[src/rtl/bfc_pkg.sv]
// ----------------------------------------------------------------------------
// bfc_pkg
// Shared constants, status codes and controller/datapath interface structs
// for the buddy free-and-coalesce block.
// ----------------------------------------------------------------------------
`default_nettype none

package bfc_pkg;

  // Default sizing
  localparam int FRAMES_DEF    = 4096;
  localparam int MAX_ORDER_DEF = 12;

  // Address split: 4 KiB pages
  localparam int ADDR_W     = 32;
  localparam int PAGE_SHIFT = 12;
  localparam int PFN_W      = ADDR_W - PAGE_SHIFT;
  localparam int LIM_W      = PFN_W + 1;

  // Result field widths
  localparam int STATUS_W  = 3;
  localparam int IDX_OUT_W = 12;
  localparam int ORD_OUT_W = 4;

  // Configuration register file
  localparam int FC_W       = 13;
  localparam int APB_ADDR_W = 2;
  localparam int APB_DATA_W = 32;
  localparam logic [APB_ADDR_W-1:0] REG_FRAME_COUNT = 2'h0;
  localparam logic [FC_W-1:0]       FRAME_COUNT_RST = 13'd4096;

  typedef enum logic [STATUS_W-1:0] {
    ST_OK         = 3'd0,
    ST_MISALIGNED = 3'd1,
    ST_RANGE      = 3'd2,
    ST_NOT_HEADER = 3'd3,
    ST_FREED      = 3'd4
  } status_t;

  // Controller to datapath
  typedef struct packed {
    logic    clr;       // write reset word at sweep pointer, advance it
    logic    load;      // capture the request address
    logic    rd_self;   // read page map at the request index
    logic    take_ord;  // latch order of the request block
    logic    rd_buddy;  // read page map at the buddy index
    logic    merge;     // retire upper half, step index and order
    logic    fin;       // write final free header
    logic    emit;      // drive one result transaction
    status_t code;      // status for the emitted result
  } cmd_t;

  // Datapath to controller
  typedef struct packed {
    logic clr_last;
    logic misaligned;
    logic out_of_range;
    logic not_header;
    logic already_free;
    logic stop;
    logic buddy_ok;
  } sts_t;

endpackage

`default_nettype wire

[src/rtl/bfc_ctrl.sv]
// ----------------------------------------------------------------------------
// bfc_ctrl
// Sequencer for the free request: page map sweep after reset, request
// checks, buddy merge loop and result emission.
// ----------------------------------------------------------------------------
`default_nettype none

module bfc_ctrl (
  input  wire logic          clk,
  input  wire logic          rst_n,
  input  wire logic          start,
  output logic               busy,
  input  wire bfc_pkg::sts_t sts,
  output bfc_pkg::cmd_t      cmd
);

  typedef enum logic [2:0] {
    S_CLEAR,
    S_IDLE,
    S_ADDR,
    S_SELF,
    S_ISSUE,
    S_CHECK,
    S_FINISH
  } state_t;

  state_t state_r;
  state_t state_nxt;
  logic   busy_r;

  // Next state and commands
  always_comb begin
    state_nxt = state_r;
    cmd       = '0;
    cmd.code  = bfc_pkg::ST_OK;
    unique case (state_r)
      S_CLEAR: begin
        cmd.clr = 1'b1;
        if (sts.clr_last) begin
          state_nxt = S_IDLE;
        end
      end
      S_IDLE: begin
        if (start) begin
          cmd.load  = 1'b1;
          state_nxt = S_ADDR;
        end
      end
      S_ADDR: begin
        if (sts.misaligned) begin
          cmd.emit  = 1'b1;
          cmd.code  = bfc_pkg::ST_MISALIGNED;
          state_nxt = S_IDLE;
        end else if (sts.out_of_range) begin
          cmd.emit  = 1'b1;
          cmd.code  = bfc_pkg::ST_RANGE;
          state_nxt = S_IDLE;
        end else begin
          cmd.rd_self = 1'b1;
          state_nxt   = S_SELF;
        end
      end
      S_SELF: begin
        if (sts.not_header) begin
          cmd.emit  = 1'b1;
          cmd.code  = bfc_pkg::ST_NOT_HEADER;
          state_nxt = S_IDLE;
        end else if (sts.already_free) begin
          cmd.emit  = 1'b1;
          cmd.code  = bfc_pkg::ST_FREED;
          state_nxt = S_IDLE;
        end else begin
          cmd.take_ord = 1'b1;
          state_nxt    = S_ISSUE;
        end
      end
      S_ISSUE: begin
        if (sts.stop) begin
          state_nxt = S_FINISH;
        end else begin
          cmd.rd_buddy = 1'b1;
          state_nxt    = S_CHECK;
        end
      end
      S_CHECK: begin
        if (sts.buddy_ok) begin
          cmd.merge = 1'b1;
          state_nxt = S_ISSUE;
        end else begin
          state_nxt = S_FINISH;
        end
      end
      S_FINISH: begin
        cmd.fin   = 1'b1;
        cmd.emit  = 1'b1;
        cmd.code  = bfc_pkg::ST_OK;
        state_nxt = S_IDLE;
      end
      default: begin
        state_nxt = S_IDLE;
      end
    endcase
  end

  // Hold state and busy flag; sweep the page map after reset
  always_ff @(posedge clk) begin
    if (!rst_n) begin
      state_r <= S_CLEAR;
      busy_r  <= 1'b1;
    end else begin
      state_r <= state_nxt;
      busy_r  <= (state_nxt != S_IDLE);
    end
  end

  assign busy = busy_r;

endmodule

`default_nettype wire

[config.mk]
export PLATFORM = sky130hd
export DESIGN_NAME = bfc_ctrl
export DESIGN_NICKNAME = d
export VERILOG_FILES = /design/src/rtl/bfc_pkg.sv /design/src/rtl/bfc_ctrl.sv
export SDC_FILE = /design/constraint.sdc
export NUM_CORES = 1
export LEC_CHECK = 0
export BUFFER_PORTS_ARGS = -buffer_cell sky130_fd_sc_hd__buf_2
export CELL_PAD_IN_SITES_DETAIL_PLACEMENT = 0
export CELL_PAD_IN_SITES_GLOBAL_PLACEMENT = 1
export CORE_UTILIZATION = 27
export DETAILED_ROUTE_END_ITERATION = 8
export GPL_ROUTABILITY_DRIVEN = 0
export PLACE_DENSITY_LB_ADDON = 0.15
export SLEW_MARGIN = 0
export SYNTH_ARGS = -nofsm -noshare
export SYNTH_HDL_FRONTEND = slang
export SYNTH_SLANG_ARGS = --single-unit
[constraint.sdc]
create_clock -name clk -period 1.5 [get_ports clk]
set_input_delay 0.225 -clock clk [delete_from_list [all_inputs] [get_ports clk]]
set_output_delay 0.225 -clock clk [all_outputs]
set_load 0.02 [all_outputs]
==> impl_results.md <==
- Post-route minimum period: 1.43 ns
- Largest net degree at the start of global routing: 11
- CP arrival: 1.20 ns
- Worst Tran Pin Value: 0.206 ns
- Crit-path slowest cell: dfxtp_4
- TNS Setup: 0 ns
- R2r startpoint: state_r[0]
- Crit path capture type: output pin
- Static Leak: 0.281 nW
- Hold Path Depth: 2
- Die width: 38.7 µm
- WP buf/inv: 1
- Worst-path clk slew: 0.04 ns
- Starting Density: 0.310
- Synth Area in XOR/XNOR: 0
- Post-route ant nets: 0
- Grt total ovfl: 0
- Fmax: 700 MHz
- Seq/Total Area, Yosys: 0.221
- Number of top-level pins: 22
- H-Tree Level Count: 1
- Crit-path max FO: 7
- Area fraction in compound gates after synthesis: 0.131
- Die Span Y: 38.7 µm
- Cts bufs inserted: 3
- Detailed-route DRC error count: 0
- First-pass GRT wire length: 1370 µm
- DR vias/cell: 4.72
- Routed len/inst: 10.2 µm
- CP required: 1.27 ns
- 1st-iter DRT viols: 1
- Status: finished, final reports clean
- Final nets: 80
- R2r setup slk: 0.28 ns
- ANT cells: 0
- Netlist cell types: 28
- HP Class: in2reg
- Final Skew: 0.00460 ns
- Synth Warn #: 0
- Num rows: 12
- Share of cells above drive strength 1: 0.529
- Crit-path cells: nand3b_4, o21bai_1, o21ai_0, buf_2
- Final Max Tran Viols: 0
- Core outline area: 1170 µm²
- Clock sink total: 4
- Cells on worst reg2reg path: 4
- Synth-to-Final Area Change: 40.0%
- Maxcap violations: 0
- Post-synthesis cell count: 45
- Syn_nets: 55
- Worst vdd ir: 0.448 mV
- Mux cell area share after synthesis: 0.0862
- Avg Cell Area, Syn: 8.06 µm²
- Vias: 387
- Clock Latency Late Sink: 0.23 ns
- CP peak stage delay: 0.36 ns
- Die area: 1490 µm²
- Synth Area in Simple Gates: 0.490
- Initial antenna violation count: 0
- Final Setup Violations: 0
- Final period util: 0.952
- Post-Synth Adder-Cell Area: 0
- Power Total: 347 µW
- Main combinational cell family by area after synthesis: simple AND/OR/NAND/NOR gates
- Crit Path Class: reg2out
- Min-delay src: rst_n
- Tot GR Track Use: 0.134
- Pwr per Cell Area: 682 nW/µm²
- Reg2reg end: state_r[0]
- CP startpoint kind: register
- Final Hold Fails: 0
- Synthesis-stage register bit count: 4
- Post-Syn Area: 363 µm²
- Destination of the worst hold path: busy
- Filler instances: 121
- HPWL Detailed: 692 µm
- Maximum buffer depth of the clock tree: 2
- Root buffer cell: clkbuf_4
- Top delay family on crit path: flip-flops
- Slew HR: 0.862
- Final wirelength: 836 µm
- Number of global-route vias before repair: 312
- Drt pass-1 iters: 2
- CTS Hold Bufs: 0
- TritonCTS clock tree: built
- IO buf count: 21
- RSZ-0062 raised after global routing: false
-- Yosys cell counts, drive strengths merged --
| cell type | count | share of area |
|---|---|---|
| a21oi | 2 | 0.028 |
| and2 | 1 | 0.017 |
| and2b | 1 | 0.024 |
| and3 | 1 | 0.017 |
| and3b | 1 | 0.028 |
| buf | 2 | 0.052 |
| dfxtp | 4 | 0.22 |
| inv | 2 | 0.021 |
| mux2 | 1 | 0.031 |
| mux2i | 2 | 0.055 |
| nand2 | 4 | 0.041 |
| nand2b | 2 | 0.055 |
| nand3b | 1 | 0.055 |
| nand4b | 1 | 0.024 |
| nor2 | 7 | 0.079 |
| nor2b | 2 | 0.034 |
| nor3 | 4 | 0.069 |
| nor3b | 1 | 0.021 |
| o211ai | 1 | 0.021 |
| o21a | 1 | 0.021 |
| o21ai | 1 | 0.014 |
| o21bai | 1 | 0.021 |
| o32a | 1 | 0.028 |
| or2b | 1 | 0.024 |
-- worst reg2reg max path: cells and delay by family, from the launching register on --
family          cells  cell delay (ns)
flops               1             0.41
simple gates        2             0.38
mux                 1             0.20
compound gates      1             0.13
-- cell families (layout without fill, tap and decap cells) --
| kind of cell | after synthesis | after routing |
|---|---|---|
| AO/OA/AOI/OAI | 7 | 7 |
| buffers and inverters | 4 | 27 |
| flip-flops | 4 | 4 |
| multiplexers | 3 | 3 |
| AND/OR/NAND/NOR | 27 | 27 |
-- what timing repair did --
| action | 4_1_cts | 5_1_grt |
|---|---|---|
| gates resized for setup | 3 | 3 |
| pin swaps | 0 | 0 |
| setup endpoints to repair | 8 | 2 |
| endpoints found under the hold margin | 0 | 0 |
| setup buffers | 0 | 0 |
-- worst max path at each step --
| stage | startpoint | end | slack (ns) | depth (start not counted) |
|---|---|---|---|---|
| detailed placement | state_r[1] | cmd[3] | 0.12 | 4 |
| CTS | state_r[2] | cmd[6] | 0.01 | 3 |
| floorplan | state_r[2] | cmd[6] | 0.1 | 2 |
| finish | state_r[2] | cmd[3] | 0.07 | 4 |
| global placement | state_r[1] | cmd[3] | 0.09 | 4 |
| global route | state_r[0] | cmd[3] | 0.01 | 4 |
-- flip-flops by register name (all words and copies together), names as in the netlist --
signal and flops:
busy 1, state_r 3
-- stage by stage --
| stage | hold WS (ns) | setup slack (ns) | instances | util | cell area, µm² |
|---|---|---|---|---|---|
| 2_1_floorplan | 0.322 | 0.0984 | 45 | - | 363 |
| 3_3_place_gp | 0.467 | 0.0876 | 79 | 0.405 | 474 |
| 3_5_place_dp | 0.469 | 0.124 | 79 | 0.405 | 474 |
| 4_1_cts | 0.230 | 0.0104 | 82 | 0.427 | 500 |
| 5_1_grt | 0.225 | 0.0133 | 82 | 0.434 | 508 |
| 6_report | 0.236 | 0.0716 | 82 | 0.434 | 508 |
-- power breakdown --
group	switching [mW]	leakage, nW	internal, mW
Sequential	0.0118	0.0347	0.112
Combinational	0.0472	0.232	0.0460
Clock	0.0401	0.0138	0.0892
-- final cells by class --
type | instances | area [µm²] | area share
flip-flops and latches | 4 | 88.8 | 0.175
repair buffers | 22 | 113 | 0.222
inverters | 2 | 7.51 | 0.0148
clock buffers | 3 | 22.5 | 0.0443
well taps | 14 | 17.5 | 0.0345
multi-input cells | 37 | 259 | 0.510
-- layout by cell type (no fill, tap or decap), drive strengths merged, types with 2 or more instances in the layout --
cell type,count
a21oi,2
buf,22
clkbuf,3
dfxtp,4
inv,2
mux2i,2
nand2,4
nand2b,2
nor2,7
nor2b,2
nor3,4
-- layer usage --
layer / up-vias / wire [µm] / GRT usage
met5: - / 0 / 0
met4: 0 / 0 / 0.0259
met3: 0 / 51 / 0.0694
met2: 14 / 348 / 0.183
met1: 170 / 435 / 0.183
li1: 203 / - / -
Note: power is estimated with default switching activity, not from simulation.
